--- src/hdl/bsm_pkg.sv ---
// Shared types, constants and the reciprocal table of the 3x3 box smoothing core.
`timescale 1ns / 1ps
package bsm_pkg;

  localparam int MaxWidthDef = 1024;
  localparam int ResetSize   = 32;
  localparam int CfgW        = 11;
  localparam int QueueDepth  = 2;
  localparam int ChanW       = 16;
  localparam int RecipW      = 19;
  localparam int RecipShift  = 18;

  // Input transaction payload
  typedef struct packed {
    logic             func;
    logic [ChanW-1:0] red_in;
    logic [ChanW-1:0] green_in;
    logic [ChanW-1:0] blue_in;
    logic [ChanW-1:0] alpha_in;
  } in_t;

  // Output transaction payload
  typedef struct packed {
    logic [ChanW-1:0] red_out;
    logic [ChanW-1:0] green_out;
    logic [ChanW-1:0] blue_out;
    logic [ChanW-1:0] alpha_out;
    logic             frame_last;
  } out_t;

  // Four channels of one pixel, index 3 red down to 0 alpha
  typedef logic [3:0][ChanW-1:0] pix_t;

  // Classified item passed from the front end to the back end
  typedef struct packed {
    pix_t       pix;
    logic       emit;
    logic       top;
    logic       bot;
    logic       lft;
    logic       rgt;
    logic       last;
    logic [3:0] cnt;
  } item_t;

  // floor(2^18 / count) for the neighbour counts that can occur
  function automatic logic [RecipW-1:0] recip(input logic [3:0] cnt);
    logic [RecipW-1:0] r;
    case (cnt)
      4'd1:    r = RecipW'(262144);
      4'd2:    r = RecipW'(131072);
      4'd3:    r = RecipW'(87381);
      4'd4:    r = RecipW'(65536);
      4'd6:    r = RecipW'(43690);
      4'd9:    r = RecipW'(29127);
      default: r = RecipW'(262144);
    endcase
    return r;
  endfunction

endpackage

--- src/hdl/bsm_front.sv ---
// Front end: size register, raster position tracking and item classification.
`timescale 1ns / 1ps
module bsm_front #(
  parameter int MaxWidth = bsm_pkg::MaxWidthDef
) (
  input  logic                       clk_i,
  input  logic                       rst_ni,
  input  logic                       cfg_we_i,
  input  logic [bsm_pkg::CfgW-1:0]   cfg_data_i,
  input  logic                       in_valid_i,
  output logic                       in_ready_o,
  input  bsm_pkg::in_t               in_data_i,
  output logic                       push_o,
  output bsm_pkg::item_t             item_o,
  output logic [(MaxWidth > 1 ? $clog2(MaxWidth) : 1)-1:0] col_o,
  input  logic                       q_ready_i
);

  localparam int CW = (MaxWidth > 1) ? $clog2(MaxWidth) : 1;
  localparam int SW = $clog2(MaxWidth + 1);
  localparam int RW = $clog2(MaxWidth + 2);
  localparam logic [SW-1:0] SizeRst =
    SW'((bsm_pkg::ResetSize > MaxWidth) ? MaxWidth : bsm_pkg::ResetSize);

  logic [SW-1:0] size_q, size_d, size_m1;
  logic [CW-1:0] in_c_q, in_c_d, out_c_q, out_c_d;
  logic [RW-1:0] in_r_q, in_r_d;
  logic [CW-1:0] out_r_q, out_r_d;
  logic          acc, emit, last, in_wrap, out_wrap, pix_ok;
  logic          top, bot, lft, rgt;
  logic [3:0]    rows, cols;

  assign in_ready_o = q_ready_i;
  assign acc        = in_valid_i && q_ready_i;
  assign size_m1    = size_q - SW'(1);

  // Classification of the current transaction
  assign in_wrap  = (SW'(in_c_q) == size_m1);
  assign out_wrap = (SW'(out_c_q) == size_m1);
  assign emit     = (in_r_q > RW'(1)) || ((in_r_q == RW'(1)) && (in_c_q != '0));
  assign pix_ok   = !in_data_i.func && (in_r_q < RW'(size_q));
  assign top      = (out_r_q == '0);
  assign bot      = (SW'(out_r_q) == size_m1);
  assign lft      = (out_c_q == '0);
  assign rgt      = out_wrap;
  assign last     = emit && bot && rgt;
  assign rows     = 4'd3 - 4'(top) - 4'(bot);
  assign cols     = 4'd3 - 4'(lft) - 4'(rgt);

  always_comb begin
    item_o      = '0;
    if (pix_ok) begin
      item_o.pix = {in_data_i.red_in, in_data_i.green_in,
                    in_data_i.blue_in, in_data_i.alpha_in};
    end
    item_o.emit = emit;
    item_o.top  = top;
    item_o.bot  = bot;
    item_o.lft  = lft;
    item_o.rgt  = rgt;
    item_o.last = last;
    item_o.cnt  = rows * cols;
  end

  assign col_o  = in_c_q;
  assign push_o = acc;

  // Next position and size
  always_comb begin
    size_d  = size_q;
    in_c_d  = in_c_q;
    in_r_d  = in_r_q;
    out_c_d = out_c_q;
    out_r_d = out_r_q;
    if (cfg_we_i) begin
      if (cfg_data_i == '0) begin
        size_d = SW'(1);
      end else if (32'(cfg_data_i) > MaxWidth) begin
        size_d = SW'(MaxWidth);
      end else begin
        size_d = SW'(cfg_data_i);
      end
      in_c_d  = '0;
      in_r_d  = '0;
      out_c_d = '0;
      out_r_d = '0;
    end else if (acc) begin
      if (last) begin
        in_c_d  = '0;
        in_r_d  = '0;
        out_c_d = '0;
        out_r_d = '0;
      end else begin
        in_c_d = in_wrap ? '0 : in_c_q + CW'(1);
        in_r_d = in_wrap ? in_r_q + RW'(1) : in_r_q;
        if (emit) begin
          out_c_d = out_wrap ? '0 : out_c_q + CW'(1);
          out_r_d = out_wrap ? out_r_q + CW'(1) : out_r_q;
        end
      end
    end
  end

  always_ff @(posedge clk_i or negedge rst_ni) begin
    if (!rst_ni) begin
      size_q  <= SizeRst;
      in_c_q  <= '0;
      in_r_q  <= '0;
      out_c_q <= '0;
      out_r_q <= '0;
    end else begin
      size_q  <= size_d;
      in_c_q  <= in_c_d;
      in_r_q  <= in_r_d;
      out_c_q <= out_c_d;
      out_r_q <= out_r_d;
    end
  end

  a_col_in_range: assert property (@(posedge clk_i) disable iff (!rst_ni)
    (SW'(in_c_q) < size_q) && (SW'(out_c_q) < size_q))
    else $error("column counter beyond image size");
  a_last_restarts: assert property (@(posedge clk_i) disable iff (!rst_ni)
    (acc && last && !cfg_we_i) |=> (in_c_q == '0 && in_r_q == '0 && out_r_q == '0))
    else $error("frame did not restart after last transaction");

endmodule

--- config.mk ---
export PLATFORM = sky130hd
export DESIGN_NAME = bsm_front
export DESIGN_NICKNAME = d
export VERILOG_FILES = /design/src/hdl/bsm_pkg.sv /design/src/hdl/bsm_front.sv
export SDC_FILE = /design/constraint.sdc
export NUM_CORES = 1
export LEC_CHECK = 0
export ABC_AREA = 1
export BUFFER_PORTS_ARGS = -buffer_cell sky130_fd_sc_hd__buf_4
export CAP_MARGIN = 30
export CORE_ASPECT_RATIO = 1.75
export CORE_UTILIZATION = 51
export DETAILED_ROUTE_END_ITERATION = 10
export PLACE_DENSITY = 0.82
export SLEW_MARGIN = 0
export SYNTH_ARGS = -nofsm -noshare
export SYNTH_HDL_FRONTEND = slang
export SYNTH_SLANG_ARGS = --single-unit
export TNS_END_PERCENT = 20
--- constraint.sdc ---
create_clock -name clk_i -period 4.5 [get_ports clk_i]
set_clock_uncertainty 0.1 [all_clocks]
set_input_delay 1.35 -clock clk_i [delete_from_list [all_inputs] [get_ports clk_i]]
set_output_delay 1.35 -clock clk_i [all_outputs]
set_load 0.02 [all_outputs]
== Word-level counts from Yosys, hierarchy flattened ==
Cells that the tools add are included.
Widths: inputs -> output; s select.
Operators by class
  reduce and logical (&&, ||, !) cells: 18
  multipliers: 1
  multiplexer cells: 21
  $add $sub $neg: 9
  equality and inequality tests: 4
  order comparisons: 3
Operators by type and width (count)
  $mux 10: 14
  $mux 11: 6
  $mux 64: 1
  $eq 10x11->1: 3
  $add 10x1->10 const B: 3
  $logic_not 10->1: 2
  $add 11x1->11 const B: 1
  $eq 11x1->1 const B: 1
  $gt 11x1->1 const B: 1
  $gt 11x11->1 const B: 1
  $logic_not 11->1: 1
  $lt 11x11->1: 1
  $sub 11x1->11 const B: 1
  $reduce_bool 10->1: 1
  $reduce_bool 3->1: 3
  $sub 3x2->4: 2
  $sub 2x1->3 const A: 2
  $logic_and 1x1->1: 5
  $mul 4x4->4: 1
  $reduce_and 2->1: 2
  $reduce_and 3->1: 1
  $reduce_bool 2->1: 1
  $logic_not 1->1: 1
  $logic_or 1x1->1: 1
Storage, ports and cells
  register bits: 52
  logic and storage cells: 61
  input bits: 81

== Longest topological paths before layout ==
  depth after elaboration: 8
  gate-level depth with buffers: 19

== Worst setup path after synthesis ==
OpenSTA, ideal clock, no wires.
  path type: register to output
  from: register size_q[0]
  to: output port item_o[2] (netlist bit)
  path buffers: 0
  arrival time: 2.428 ns
  setup slack: 0.622 ns
  stages on the path, launching flop included: 16
  cell sequence: dfrtp_1 > inv_2 > ha_1 > nand2_4 > inv_1 > nand2_1 > nand2_1 > nand3_1 > nand2_1 > nor2_1 > and2_1 > and2_1 > ha_1 > nor2_1 > ha_1 > ha_1
RTL lines
  start: declaration: RTL line bsm_front.sv:25  | logic [SW-1:0] size_q, size_d, size_m1;
  start signal: assignment: RTL line bsm_front.sv:106  | size_q <= SizeRst;
  start signal: assignment: RTL line bsm_front.sv:112  | size_q <= size_d;
  end: declaration: RTL line bsm_front.sv:14  | output bsm_pkg::item_t item_o,

==> metrics.csv <==
metric,value,unit
Yosys top cell area share,27.1,%
RSZ-0062 raised after global routing,true,
drt total wl,15.5,mm
Required @ worst endpoint,3.05,ns
fin crit share,96.5,%
IO Port Bufs,166,
f_max,230,MHz
Setup crit end,item_o[2],
Avg Vias per Cell,5.25,
Clock Latency Late Sink,0.30,ns
syn avg cell area,6.11,µm²
Initial DRT Pass Iterations,5,
"Arr. time, crit path",2.89,ns
global route overflow,0,
fin area,6190,µm²
placed insts,1039,
post-synth cell types,35,
Critical path origin,size_q[2],
worst-path fanout max,5,
Core Area,9040,µm²
placed instance area,6000,µm²
status,completed,
ranking of synthesized cells by area,"dfrtp_1, nand2_1, inv_1, nor2_1, ha_1",
die boundary width,74.7,µm
Hold Buf Count CTS,0,
gp weighted congestion,1.05,
"most common cell after layout, fill and taps aside",nand2_1,
Initial Util,52.2,%
fin crit period,4.34,ns
Post-synth EDFFs,0,
GRT Overall Usage,32.4,%
Yosys reg bits,52,
post-synthesis async set-or-reset flop share,100,%
Design Power,1.48,mW
reg2reg setup slack,1.54,ns
post-synthesis cell count,772,
Fill cells,850,
die area,9650,µm²
clk sinks,52,
Hold Fails Final Rpt,0,
number of nets in the layout,1030,
vias,5498,
first-pass GRT wire length,23.3,mm
initial antenna violation count,0,
Yosys top cell by area,dfrtp_1,
post-DP HPWL,12.5,mm
CTS tree,yes,
r2r endpoint,out_c_q[6],
Hold Crit Depth,2,
share of cells above drive strength 1,22.8,%
Root Buffer Master,clkbuf_16,
syn_nets,876,
most frequent cells in the layout,"nand2_1, buf_4, inv_1, nor2_1, nand3_1",
DRC violations left,0,
FP Rows,46,
total of max-cap violations,0,
GRT busiest layer,met2,
vias in the first global route,4865,
pwr dens,239,nW/µm²
Iter 0 DRT Violations,273,
post-synthesis instance area,4720,µm²
LEAKAGE,3.56,nW
Antenna Cells,0,
Slew @ Worst Pin,0.673,ns
Routed Antenna Nets,0,
post-DR wirelength/cell,14.8,µm
Final Setup Violations,0,
number of top-level pins,167,
Global Route met1 Usage,30.6,%
Num CTS Buffers,5,
VDD IR-drop max,0.245,mV
Die H,129,µm
hold slack final,0.450,ns
"Slew Viols, Final",0,
Post-synth top flop,dfrtp_1,
"Clk pin slew, worst setup/hold paths",0.07,ns
GR Util met2,61.3,%
warnings from Yosys,0,
Crit Path Class,register to output port,
area delta synth->final,31.2,%
CTS Buffer Depth,2,
startpoint types,register,
worst hold path type,register to register,
H-tree levels,2,
r2r worst-path depth,13,
Post-Layout Cell Count,1047,
met3 Resource Use GR,5.29,%
CP Capture Type,output port,
Rel. slew slack,55.1,%
"Seq/Total Area, Yosys",27.6,%
Reg2Reg Launch Point,col_o[0],
largest net degree at the start of global routing,65,
through the flow:
stage | TNS, ns | utilization [%] | worst slack (ns)
4_1_cts | 0 | 68.2 | 0.0366
2_1_floorplan | 0 | - | 0.622
6_report | 0 | 68.5 | 0.158
3_5_place_dp | 0 | 66.4 | 0.311
5_1_grt | -0.0178 | 68.5 | -0.0178
3_3_place_gp | 0 | 66.4 | 0.365
kinds of logic (layout without fill, tap and decap cells):
kind of cell               after synthesis  count (layout)  synth area share, %
xor gates and xnor gates                22              22                 4.08
buffers and inverters                  172             327                 14.7
and+or+nand+nor                        464             464                 42.9
AOI/OAI and AO/OA                       39              39                 4.59
DFF                                     52              52                 27.6
adders and majority gates               23              23                 6.10
registers in the layout, indices dropped and copies added (netlist names):
| signal | flops |
|---|---|
| in_r_q | 11 |
| size_q | 11 |
| col_o | 10 |
| out_c_q | 10 |
| out_r_q | 10 |
how the worst min path moves through the flow:
| stage | slack, ns | end | startpoint |
|---|---|---|---|
| 6_report | 0.45 | in_r_q[7] | in_r_q[7] |
| 5_1_grt | 0.48 | in_r_q[8] | in_r_q[8] |
| 4_1_cts | 0.45 | in_r_q[7] | in_r_q[7] |
| 3_5_place_dp | 0.43 | in_r_q[7] | in_r_q[7] |
| 3_3_place_gp | 0.42 | in_r_q[8] | in_r_q[8] |
| 2_1_floorplan | 0.38 | in_r_q[7] | in_r_q[7] |
layout make-up:
cell class / count / area [µm²] / share of cell area, %
clock buffer: 6 / 139 / 2.24
sequential: 52 / 1310 / 21.1
multi-input combinational: 548 / 2740 / 44.3
inverter: 151 / 572 / 9.24
timing repair buffer: 168 / 1260 / 20.4
tap: 120 / 150 / 2.43
clock inverter: 2 / 17.5 / 0.283
per-layer routing:
metal / vias to the layer above / share of wire [%]
li1: 2670 / -
met1: 2506 / 32
met2: 259 / 53
met3: 63 / 7.9
met4: 0 / 6.6
met5: - / 0
report_power, final:
group / leakage, nW / total [mW] / switching, mW / internal (mW)
Clock: 0.0779 / 0.415 / 0.189 / 0.226
Sequential: 0.703 / 0.512 / 0.0267 / 0.485
Combinational: 2.78 / 0.554 / 0.340 / 0.214
cell usage after synthesis, types with 11 or more instances:
| cell | instances |
|---|---|
| nand2_1 | 208 |
| inv_1 | 148 |
| nor2_1 | 131 |
| nand3_1 | 52 |
| dfrtp_1 | 51 |
| ha_1 | 23 |
| o21ai_0 | 22 |
| xor2_1 | 20 |
| nand4_1 | 19 |
| nor4_1 | 13 |
| nor3_1 | 11 |
critical path: stages (launching register included):
cell and delay (ns):
dfrtp_2 0.46, nor2_4 0.15, nand4_1 0.15, nand2_1 0.28, inv_1 0.12, nand2_1 0.07, nand2_1 0.07, nor2_1 0.11
nand2_1 0.09, nor2_4 0.18, ha_1 0.27, nor2_1 0.10, ha_1 0.15, ha_1 0.22, buf_4 0.16
repair_timing:
action | CTS | global route
buffers inserted | 0 | 0
gates resized for setup | 1 | 10
endpoints found under the setup margin | 1 | 54
No activity file was read; power rests on OpenSTA's default activity.
