**src/hdl/bsm_pkg.sv**
```systemverilog
// Shared types, constants and the reciprocal table of the 3x3 box smoothing core.
`timescale 1ns / 1ps
package bsm_pkg;

  localparam int MaxWidthDef = 1024;
  localparam int ResetSize   = 32;
  localparam int CfgW        = 11;
  localparam int QueueDepth  = 2;
  localparam int ChanW       = 16;
  localparam int RecipW      = 19;
  localparam int RecipShift  = 18;

  // Input transaction payload
  typedef struct packed {
    logic             func;
    logic [ChanW-1:0] red_in;
    logic [ChanW-1:0] green_in;
    logic [ChanW-1:0] blue_in;
    logic [ChanW-1:0] alpha_in;
  } in_t;

  // Output transaction payload
  typedef struct packed {
    logic [ChanW-1:0] red_out;
    logic [ChanW-1:0] green_out;
    logic [ChanW-1:0] blue_out;
    logic [ChanW-1:0] alpha_out;
    logic             frame_last;
  } out_t;

  // Four channels of one pixel, index 3 red down to 0 alpha
  typedef logic [3:0][ChanW-1:0] pix_t;

  // Classified item passed from the front end to the back end
  typedef struct packed {
    pix_t       pix;
    logic       emit;
    logic       top;
    logic       bot;
    logic       lft;
    logic       rgt;
    logic       last;
    logic [3:0] cnt;
  } item_t;

  // floor(2^18 / count) for the neighbour counts that can occur
  function automatic logic [RecipW-1:0] recip(input logic [3:0] cnt);
    logic [RecipW-1:0] r;
    case (cnt)
      4'd1:    r = RecipW'(262144);
      4'd2:    r = RecipW'(131072);
      4'd3:    r = RecipW'(87381);
      4'd4:    r = RecipW'(65536);
      4'd6:    r = RecipW'(43690);
      4'd9:    r = RecipW'(29127);
      default: r = RecipW'(262144);
    endcase
    return r;
  endfunction

endpackage

```
**src/hdl/bsm_fifo.sv**
```systemverilog
// Small queue between the front end and the back end.
`timescale 1ns / 1ps
module bsm_fifo #(
  parameter int Width = 8,
  parameter int Depth = bsm_pkg::QueueDepth
) (
  input  logic             clk_i,
  input  logic             rst_ni,
  input  logic             push_i,
  input  logic [Width-1:0] data_i,
  output logic             ready_o,
  output logic             valid_o,
  input  logic             pop_i,
  output logic [Width-1:0] data_o
);

  localparam int PtrW = (Depth > 1) ? $clog2(Depth) : 1;
  localparam int CntW = $clog2(Depth + 1);

  logic [Width-1:0] buf_q [Depth];
  logic [PtrW-1:0]  wr_q, wr_d, rd_q, rd_d;
  logic [CntW-1:0]  cnt_q, cnt_d;
  logic             do_push, do_pop;

  assign ready_o = (cnt_q != CntW'(Depth));
  assign valid_o = (cnt_q != '0);
  assign data_o  = buf_q[rd_q];
  assign do_push = push_i && ready_o;
  assign do_pop  = pop_i && valid_o;

  // Pointer and fill count update
  always_comb begin
    wr_d  = wr_q;
    rd_d  = rd_q;
    cnt_d = cnt_q;
    if (do_push) begin
      wr_d = (wr_q == PtrW'(Depth - 1)) ? '0 : wr_q + PtrW'(1);
    end
    if (do_pop) begin
      rd_d = (rd_q == PtrW'(Depth - 1)) ? '0 : rd_q + PtrW'(1);
    end
    if (do_push && !do_pop) begin
      cnt_d = cnt_q + CntW'(1);
    end else if (do_pop && !do_push) begin
      cnt_d = cnt_q - CntW'(1);
    end
  end

  always_ff @(posedge clk_i or negedge rst_ni) begin
    if (!rst_ni) begin
      wr_q  <= '0;
      rd_q  <= '0;
      cnt_q <= '0;
    end else begin
      wr_q  <= wr_d;
      rd_q  <= rd_d;
      cnt_q <= cnt_d;
    end
  end

  // Storage
  always_ff @(posedge clk_i) begin
    if (do_push) begin
      buf_q[wr_q] <= data_i;
    end
  end

  a_cnt_range: assert property (@(posedge clk_i) disable iff (!rst_ni)
    cnt_q <= CntW'(Depth)) else $error("queue fill count out of range");
  a_cnt_track: assert property (@(posedge clk_i) disable iff (!rst_ni)
    (do_push && !do_pop) |=> (cnt_q == $past(cnt_q) + CntW'(1)))
    else $error("queue count missed a push");

endmodule

```
**config.mk**
```make
export PLATFORM = sky130hd
export DESIGN_NAME = bsm_fifo
export DESIGN_NICKNAME = d
export VERILOG_FILES = /design/src/hdl/bsm_pkg.sv /design/src/hdl/bsm_fifo.sv
export SDC_FILE = /design/constraint.sdc
export NUM_CORES = 1
export LEC_CHECK = 0
export BUFFER_PORTS_ARGS = -buffer_cell sky130_fd_sc_hd__buf_2
export CELL_PAD_IN_SITES_DETAIL_PLACEMENT = 1
export CELL_PAD_IN_SITES_GLOBAL_PLACEMENT = 1
export CORE_AREA = 2 2 42 53
export DETAILED_ROUTE_END_ITERATION = 8
export DIE_AREA = 0 0 44 55
export HOLD_SLACK_MARGIN = 0.08
export PLACE_DENSITY = 0.83
export SLEW_MARGIN = 20
export SYNTH_ARGS = -nofsm -noshare
export SYNTH_HDL_FRONTEND = slang
export SYNTH_SLANG_ARGS = --single-unit
```
**constraint.sdc**
```tcl
create_clock -name clk_i -period 2.3 [get_ports clk_i]
set_input_delay 0.345 -clock clk_i [delete_from_list [all_inputs] [get_ports clk_i]]
set_output_delay 0.345 -clock clk_i [all_outputs]
set_load 0.02 [all_outputs]
```
After elaboration in Yosys (flattened, before gate mapping)
Memories as Yosys holds them, arrays and structs flattened. Index checks and enable logic that the tools add are counted.

$add $sub $neg: 4. Equality and inequality tests: 1. Multiplexer cells: 6. Reductions and logical operators: 8.

Operator list (number): $logic_and 1x1->1 (4); $mux 1 (4); $mux 2 (2); $reduce_bool 2->1 (2); $add 1x1->1 const B (2); $add 2x1->2 const B (1); $logic_not 1->1 (2); $ne 2x2->1 const B (1); $sub 2x1->2 const B (1).

Register bits after elaboration: 4. Bits in writable memories: 16. Input port bits: 12. Output and inout port bits: 10. Memories kept: 1.

Memories: buf_q (depth 2, bits a word 8, read ports 1, clocked after memory_dff 0, write ports 1, line bsm_fifo.sv:20) `logic [Width-1:0] buf_q [Depth];`.

Depth between registers and ports, before layout
Gate-level depths: netlist of the first run.

Depth in word-level cells: 6. Gate-level depth with buffers: 7.

Worst setup path after synthesis of the first run
OpenSTA, ideal clock, no wires.

Path kind: register -> register. Start point: register cnt_q[0]. End point: memory buf_q[0][0] (enable). Setup time: 0.370 ns. Arrival: 1.045 ns. Required time: 1.930 ns. Setup slack: 0.885 ns. Cell stages (with the launch flop): 4. Clock period less this slack: 1.415 ns. Path through: dfrtp_1 > nand2b_4 > nand2_1 > nor2_1.

Longest elaborated chain between the ends: 4.

RTL lines: start: declaration (line bsm_fifo.sv:22) `logic [CntW-1:0] cnt_q, cnt_d;`; start signal: assignment (line bsm_fifo.sv:57) `cnt_q <= cnt_d;`; $ne 2x2->1 (line bsm_fifo.sv:25) `assign ready_o = (cnt_q != CntW'(Depth));`; named net ready_o (line bsm_fifo.sv:11) `output logic ready_o,`; $logic_and 1x1->1 (line bsm_fifo.sv:28) `assign do_push = push_i && ready_o;`; $mux 1 (line bsm_fifo.sv:63) `if (do_push) begin`; $mux 1 (not written as such) (line bsm_fifo.sv:64) `buf_q[wr_q] <= data_i;`; end: declaration (line bsm_fifo.sv:20).

The timed path passes the listed nets, and every way through them passes these cells.

Final worst setup path of the first run
Start point: register rd_q. End point: output port data_o[5].

Longest elaborated chain between the ends: 1.

RTL lines: start: declaration (line bsm_fifo.sv:21) `logic [PtrW-1:0] wr_q, wr_d, rd_q, rd_d;`; start signal: assignment (line bsm_fifo.sv:56) `rd_q <= rd_d;`; $mem_v2 2x8; end: declaration (line bsm_fifo.sv:14) `output logic [Width-1:0] data_o`.

Every way passes these cells.

==> results of run 1 <==
-- cells by family (layout without fill, tap and decap cells) --
| kind of cell | Yosys count | after routing | synth area share (%) |
|---|---|---|---|
| xor gates and xnor gates | 5 | 5 | 5.57 |
| adders and majority gates | 1 | 1 | 1.59 |
| buffers and inverters | 2 | 26 | 1.11 |
| DFF | 20 | 20 | 73.8 |
| muxes | 8 | 8 | 11.4 |
| and+or+nand+nor | 7 | 7 | 6.52 |
-- what timing repair did --
action | in CTS | in global routing
hold buffers | 1 | 0
hold endpoints to repair | 4 | 0
setup buffers | 0 | 0
resized for setup | 0 | 0
-- cell type report --
cell class              instances  area [sq um]  area share (%)
inverters                       1          3.75           0.397
clock buffers                   3          22.5            2.38
repair buffers                 22           115            12.2
multi-input cells              21           198            20.9
well taps                      20          25.0            2.65
flip-flops and latches         20           581            61.5
-- stage by stage --
stage                     setup slack, ns  instance area [sq um]
final                               0.524                    945
after global routing                0.456                    945
after CTS                           0.491                    945
after detailed placement            0.731                    912
after global placement              0.801                    912
after floorplan                     0.885                    787
-- registers in the layout, summed over array words and instances (netlist names) --
| signal | count |
|---|---|
| buf_q | 16 |
| cnt_q | 2 |
| rd_q | 1 |
| wr_q | 1 |
-- metal layers --
metal	wire [microns]	part of all wire [%]
met5	0	0
met4	4	0.32
met3	66	5.2
met2	694	55
met1	500	39
-- worst paths after layout --
| path | startpoint | endpoint | slack (ns) |
|---|---|---|---|
| min in group asynchronous | rst_ni | wr_q | 0.38 |
| worst min register to register | wr_q | wr_q | 0.53 |
| worst max register to register | cnt_q[0] | buf_q[0][3] | 0.75 |
| max in group asynchronous | rst_ni | rd_q | 1.80 |
| worst max-delay path | rd_q | data_o[5] | 0.52 |
| worst min-delay path | data_i[4] | buf_q[1][4] | 0.24 |
-- critical path, cell delays in order, from the launching register on --
cell     delay (ns)
dfrtp_1        0.60
mux2_2         0.39
buf_2          0.16
-- where the power goes --
group | switching (mW) | total (mW) | internal (mW) | leakage, nW
Clock | 0.0950 | 0.156 | 0.0608 | 0.0138
Combinational | 0.246 | 0.459 | 0.214 | 0.177
Sequential | 0.0814 | 0.588 | 0.507 | 0.195
-- placed cells by master, fill, tap and decap left out --
cell           instances
dlygate4sd3_1          1
buf_2                 21
inv_1                  1
xnor2_1                3
ha_1                   1
nand2b_4               1
mux2_2                 8
clkbuf_4               3
nand2_4                1
edfxtp_1              16
xor2_1                 2
nand2_1                1
and3_1                 1
nor2_1                 2
or2_4                  1
dfrtp_1                4
==> reports/summary.txt, run 1 <==
Antenna violations before repair = 0
Yosys warns = 0
I/O pin total = 22
Largest cells by area after synthesis = edfxtp_1 61%, dfrtp_1 13%, mux2_2 11%
Layout cells sized above 1 = 52.2%
Status = completed
Die Span Y = 55 microns
Max Root-Sink Buffers = 2
Skew final = 0.00212 ns
Final #Nets = 82
Primary FF master, synth = edfxtp_1
N_diodes = 0
Data required, critical path = 1.96 ns
DRC = 0
Most common cell in the netlist = edfxtp_1
Total track usage = 12.2%
Port Buffers = 21
CP Launch Type = register
Vias in the first global route = 445
Hold Slack = 0.244 ns
Die Area = 2420 sq um
Grt total ovfl = 0
Fin crit period = 1.78 ns
Pwr/cell area = 1270 nW/um^2
Fin Setup TNS = 0 ns
Final wirelength = 1270 microns
CTS Sinks = 20
Max-slew violations = 0
Clock root buffer = clkbuf_4
Max-Cap Viols = 0
Met2 Usage GRT = 22.8%
Die Wd = 44 microns
Area Growth Syn to Fin = 20.0%
Mapped Area = 787 sq um
DP Cell Count = 83
Synth Instances = 43
Pin count of the biggest net entering global routing = 11
WS Path Type = register to output port
Worst VDD drop = 0.712 mV
CP Capture Type = output port
Final hold viol count = 0
Unrepaired setup endpoints after global routing = false
Core area = 1940 sq um
Hold crit path type = primary input to register
Period utilisation layout = 77.2%
Worst Tran Pin Value = 0.650 ns
Top cells by instance count after synthesis = 16 x edfxtp_1, 8 x mux2_2, 4 x dfrtp_1, 3 x xnor2_1
Final antenna-violating net count = 0
First-pass GRT wire length = 2000 microns
H-tree Lvls = 1
Drt via density = 4.97
Worst R2R Path Depth = 3
Pwr Total = 1.20 mW
Synth cell types = 14
Mean Syn Cell Area = 18.3 sq um
Post-DR wirelength/cell = 14.6 microns
Asr flop ratio synth = 20.0%
HPWL after DPL = 1010 microns
Min-Delay Path Depth = 1
# setup viols final = 0
Syn nets = 56
Leak = 0.386 nW
# rows = 18
CTS clk-pin slew, worst paths = 0.10 ns
Skew-Pair Late Insertion Delay = 0.28 ns
Critical Path AT = 1.43 ns
Final Non-Filler Cells = 87
Final RePlAce weighted congestion = 0.631
DR iter-0 viols = 5
Seq cells post-synth = 20
Util after Layout = 48.8%
Met1 Use GR = 13.1%
Pre-Repair DR Iteration Count = 4
Headroom to the max-slew limit = 56.5%
Initial Util = 40.6%
Vias = 432
Met3 Resource Use GR = 2.27%
CTS tree = yes
TritonCTS Buffers = 3
Maximum clock rate = 563 MHz
Post-synth EDFFs = 16
Synth area leader = edfxtp_1
Global routing's busiest layer = met2
Fillers = 198
Post-synthesis sequential area ratio = 73.8%
Top-area cell type share of the netlist area = 61.0%
Worst Path Max Fanout = 9
(Power assumes the default switching activity.)
==> run 2: changes to the inputs <==
--- a/config.mk
+++ b/config.mk
@@ -8,11 +8,11 @@
 export BUFFER_PORTS_ARGS = -buffer_cell sky130_fd_sc_hd__buf_2
 export CELL_PAD_IN_SITES_DETAIL_PLACEMENT = 1
 export CELL_PAD_IN_SITES_GLOBAL_PLACEMENT = 1
-export CORE_AREA = 2 2 42 53
+export CORE_AREA = 2 2 45 58
 export DETAILED_ROUTE_END_ITERATION = 8
-export DIE_AREA = 0 0 44 55
+export DIE_AREA = 0 0 47 60
 export HOLD_SLACK_MARGIN = 0.08
-export PLACE_DENSITY = 0.83
+export PLACE_DENSITY = 0.76
 export SLEW_MARGIN = 20
 export SYNTH_ARGS = -nofsm -noshare
 export SYNTH_HDL_FRONTEND = slang
==> constraint.sdc (replaced) <==
create_clock -name clk_i -period 1.5 [get_ports clk_i]
set_input_delay 0.225 -clock clk_i [delete_from_list [all_inputs] [get_ports clk_i]]
set_output_delay 0.225 -clock clk_i [all_outputs]
set_load 0.02 [all_outputs]
==> run 2 against run 1 <==
  * The flow now finishes with violations (negative setup slack)
  * Clock power rose by 63%
  * Combinational power rose by 130%
  * Clock skew down 0.0014 ns
  * Die area grew 17%
  * First-iteration DRC count shrank 20%
  * Setup slack worse by 0.55 ns
  * Non-clock buffer count increased by 7
  * Largest cell class unchanged
==> reports/summary.txt, run 2 (synthesis gave the netlist of run 1 again) <==
Status = finished, violations left
Failing checks = negative setup slack
Largest reg by FF count = buf_q
Commonest non-fill, non-tap cell in the layout = edfxtp_1
Max reg flops = 16
TritonCTS Buffers = 3
Skew-Pair Late Insertion Delay = 0.29 ns
Core area = 2300 sq um
Fin crit period = 1.53 ns
CP Launch Type = register
Worst Path Max Fanout = 4
# setup viols final = 8
Leak = 0.445 nW
First-pass GRT wire length = 2160 microns
Critical Path AT = 1.30 ns
Clock root buffer = clkbuf_4
Initial Util = 34.2%
I/O pin total = 22
Maximum clock rate = 654 MHz
Vias in the first global route = 496
Hold crit path type = primary input to register
Max Root-Sink Buffers = 2
Final RePlAce weighted congestion = 0.678
Leading registers by flop count = buf_q x16, cnt_q x2
CTS clk-pin slew, worst paths = 0.11 ns
DP Cell Count = 98
Layout cells sized above 1 = 58.7%
Setup slack after layout = -0.0298 ns
# rows = 20
CTS Sinks = 20
Drt via density = 4.31
Max-Cap Viols = 0
R2R Setup Slk = 0.10 ns
Final hold viol count = 0
Pwr/cell area = 2010 nW/um^2
DRC = 0
Worst R2R Path Depth = 5
Final #Nets = 89
Vias = 465
CP Capture Type = output port
CTS tree = yes
Worst VDD drop = 1.08 mV
WS Path Type = register to output port
Pin count of the biggest net entering global routing = 12
Headroom to the max-slew limit = 88.3%
Port Buffers = 21
Antenna violations before repair = 0
FF-to-FF End = cnt_q[1]
Area Growth Syn to Fin = 37.5%
Max-slew violations = 0
Hold Slack = 0.112 ns
CP startpoint = rd_q
RR Startpoint = cnt_q[1]
DR iter-0 viols = 4
H-tree Lvls = 1
Period utilisation layout = 102%
Final antenna-violating net count = 0
Total track usage = 11.2%
Post-DR wirelength/cell = 12.8 microns
Worst Tran Pin Value = 0.176 ns
N_diodes = 0
Final Non-Filler Cells = 108
Grt total ovfl = 0
Final wirelength = 1390 microns
Skew final = 0.000717 ns
Unrepaired setup endpoints after global routing = true
Data required, critical path = 1.27 ns
CP Capture Point = data_o[6]
Die Span Y = 60 microns
Die Area = 2820 sq um
Die Wd = 47 microns
Pre-Repair DR Iteration Count = 2
Commonest non-fill, non-tap cells in the layout = 16 x edfxtp_1, 13 x buf_2, 10 x buf_6, 7 x mux2_2, 5 x buf_4
## run 2: changes by cell type in the layout (fill, tap and decap cells not counted)
cell      change
mux2_2        -1
buf_6        +10
nand2_2       +1
nand2_1       -1
dfrtp_2       +1
mux2_4        +1
buf_4         +5
clkinv_1      +1
buf_2         -8
dfrtp_1       -1
## run 2: final cells by class
cell class              count  area (sq um)
flip-flops and latches     20           582
fillers                   245          1220
clock inverters             1          3.75
multi-input cells          21           204
repair buffers             29           225
clock buffers               3          22.5
inverters                   1          3.75
well taps                  33          41.3
## run 2: critical path, stage by stage, from the launching register on
cell     delay (ns)
dfrtp_2        0.45
buf_6          0.14
mux2_4         0.29
buf_6          0.13
## run 2: worst min-delay path by stage
stage | startpoint | endpoint | slack (ns) | depth (start not counted)
after CTS | data_i[1] | buf_q[1][1] | 0.11 | 1
after detailed placement | rst_ni | cnt_q[0] | 0.04 | 1
after floorplan | rst_ni | cnt_q[0] | -0.07 | 0
after global placement | rst_ni | cnt_q[0] | 0.04 | 1
after global routing | data_i[1] | buf_q[0][1] | 0.09 | 1
final | data_i[1] | buf_q[1][1] | 0.11 | 1
## run 2: timing repair
item                                    CTS  global route
endpoints found under the setup margin    8             9
buffers inserted                          4             1
resized for setup                        20             2
endpoints found under the hold margin     4             0
hold buffers                              1             0
pin swaps                                 0             0
## run 2: through the flow
stage / util [%] / TNS (ns) / cell area [sq um] / worst slack (ns) / power (mW)
finish: 47.0 / -0.164 / 1080 / -0.0298 / 2.18
detailed placement: 41.0 / 0 / 943 / 0.0630 / 1.67
floorplan: - / 0 / 787 / 0.0847 / 1.42
CTS: 46.4 / -0.0796 / 1070 / -0.0181 / 2.16
global route: 47.0 / -0.523 / 1080 / -0.0728 / 2.32
global placement: 41.0 / 0 / 943 / 0.128 / 1.63
## run 2: layer usage
layer | vias up | share of wire [%] | track usage [%]
met3 | 2 | 6.1 | 3.63
met5 | - | 0 | 0
met1 | 226 | 41 | 13.2
li1 | 220 | - | -
met4 | 0 | 1.2 | 3.57
met2 | 17 | 51 | 18.8
## run 2: report_power, final
part	internal (mW)	leakage, nW	switching, mW
clock network	0.0968	0.0154	0.158
logic	0.573	0.236	0.489
registers	0.778	0.194	0.0813
total	1.45	0.445	0.728
==> run 3: changes to the inputs <==
--- a/config.mk
+++ b/config.mk
@@ -11,6 +11,7 @@
 export CORE_AREA = 2 2 45 58
 export DETAILED_ROUTE_END_ITERATION = 8
 export DIE_AREA = 0 0 47 60
+export GPL_TIMING_DRIVEN = 0
 export HOLD_SLACK_MARGIN = 0.08
 export PLACE_DENSITY = 0.76
 export SLEW_MARGIN = 20
==> run 3 against run 2 <==
  * The run still ends with negative setup slack left
  * Sequential power is 0.8% higher
  * Critical path depth stayed put
  * Global-route usage shrank 1.5 points
  * Power rose by 2.5%
  * Clock skew grew 0.00089 ns
  * Hold slack better by 0.0062 ns
  * Sequential share of layout area down 1.1 points
  * First-iteration DRC count up 75%
  * Critical endpoint is now data_o[0]
  * Largest cell class unchanged
  * Highest routed layer is now met3
==> reports/summary.txt, run 3 (synthesis gave the netlist of run 1 again) <==
Status = finished, violations left
Failing checks = negative setup slack
Max Root-Sink Buffers = 2
Area of the multi-input gates = 233 sq um
Pre-Repair DR Iteration Count = 2
Hold crit path type = primary input to register
Fillers = 251
Skew final = 0.00161 ns
H-tree Lvls = 1
CP Capture Type = output port
Pwr/cell area = 2020 nW/um^2
Critical Path AT = 1.30 ns
Drt via density = 4.26
Worst R2R Path Depth = 6
Final wirelength = 1370 microns
Leading registers by flop count = buf_q x16, cnt_q x2
Clock root buffer = clkbuf_4
Grt total ovfl = 0
CTS Sinks = 20
DRC = 0
Met3 Resource Use GR = 3.32%
Layout cells sized above 1 = 58.1%
Fin crit period = 1.52 ns
Vias in the first global route = 465
Port Buffers = 21
Die Span Y = 60 microns
CP Launch Type = register
N_diodes = 0
Headroom to the max-slew limit = 70.5%
# setup viols final = 8
First-pass GRT wire length = 1900 microns
Initial Util = 34.2%
Data required, critical path = 1.27 ns
# rows = 20
Worst Tran Pin Value = 0.442 ns
Setup slack after layout = -0.0231 ns
Dpl ws = -0.138 ns
Skew-Pair Late Insertion Delay = 0.28 ns
Maximum clock rate = 657 MHz
Met1 Use GR = 10.1%
Global routing's busiest layer = met2
Hold Slack = 0.119 ns
I/O pin total = 22
Reg area = 581 sq um
Vias = 456
HPWL after DPL = 949 microns
WS Path Type = register to output port
Worst Path Max Fanout = 5
Antenna violations before repair = 0
Worst VDD drop = 0.826 mV
DR iter-0 viols = 7
Max-slew violations = 0
Area Growth Syn to Fin = 40.1%
Period utilisation layout = 102%
Total track usage = 9.68%
Pin count of the biggest net entering global routing = 12
Post-DR wirelength/cell = 12.8 microns
Leak = 0.471 nW
Min-Delay Path Depth = 1
Final #Nets = 88
Max-Cap Viols = 0
Die Wd = 47 microns
Commonest non-fill, non-tap cell in the layout = edfxtp_1
Final RePlAce weighted congestion = 0.628
CTS clk-pin slew, worst paths = 0.10 ns
Unrepaired setup endpoints after global routing = true
Commonest non-fill, non-tap cells in the layout = 16 x edfxtp_1, 13 x buf_2, 10 x buf_6, 8 x mux2_4
Core area = 2300 sq um
Final antenna-violating net count = 0
Max reg flops = 16
Fin Setup TNS = -0.125 ns
Die Area = 2820 sq um
CTS tree = yes
TritonCTS Buffers = 3
Final hold viol count = 0
Largest reg by FF count = buf_q
Met2 Usage GRT = 17.2%
[run 3: cell types whose count changed in the layout (fill, tap and decap cells not counted)]
cell and change:
dfrtp_1 +1, mux2_4 +7, buf_4 -1, nor2_2 +1
dfrtp_2 -1, nor2_1 -1, mux2_2 -7
[run 3: layout make-up]
type                    count  share of cell area [%]
plain buffers               1                    1.02
repair buffers             27                    18.7
multi-input cells          21                    21.1
inverters                   1                   0.341
well taps                  33                    3.75
clock inverters             1                   0.341
flip-flops and latches     20                    52.7
clock buffers               3                    2.04
[run 3: path summary, 6_finish.rpt]
check	start	to	slack, ns
max	rd_q	data_o[0]	-0.02
min	data_i[4]	buf_q[1][4]	0.12
max reg2reg	cnt_q[0]	cnt_q[1]	0.09
min reg2reg	wr_q	wr_q	0.52
max in group asynchronous	rst_ni	rd_q	1.13
min in group asynchronous	rst_ni	wr_q	0.25
[run 3: metal layers]
layer	part of all wire, %	wire length (microns)	vias up
met3	6.8	94	0
li1	-	-	218
met5	0	0	-
met2	56	764	15
met4	0	0	0
met1	37	515	223
[run 3: what timing repair did]
action	4_1_cts	5_1_grt
hold endpoints to repair	4	0
cloned	0	1
gates resized for setup	3	27
setup buffers	1	3
setup endpoints to repair	16	9
hold buffers	1	0
[run 3: stage by stage]
step / area [sq um] / power, mW / std cells / util, %
2_1_floorplan: 787 / 1.42 / 43 / -
5_1_grt: 1100 / 2.38 / 107 / 47.9
3_5_place_dp: 933 / 1.65 / 97 / 40.5
3_3_place_gp: 933 / 1.61 / 97 / 40.5
6_report: 1100 / 2.23 / 107 / 47.9
4_1_cts: 986 / 1.94 / 103 / 42.8
[run 3: power breakdown]
group | switching, mW | internal [mW] | leakage [nW] | total, mW
logic | 0.502 | 0.619 | 0.260 | 1.12
clock network | 0.148 | 0.0965 | 0.0154 | 0.245
registers | 0.0887 | 0.777 | 0.195 | 0.866
total | 0.739 | 1.49 | 0.471 | 2.23
[run 3: worst max-delay path, stage by stage (launching register included)]
cell and delay (ns):
dfrtp_1 0.43, buf_6 0.15, mux2_4 0.30, buf_6 0.13
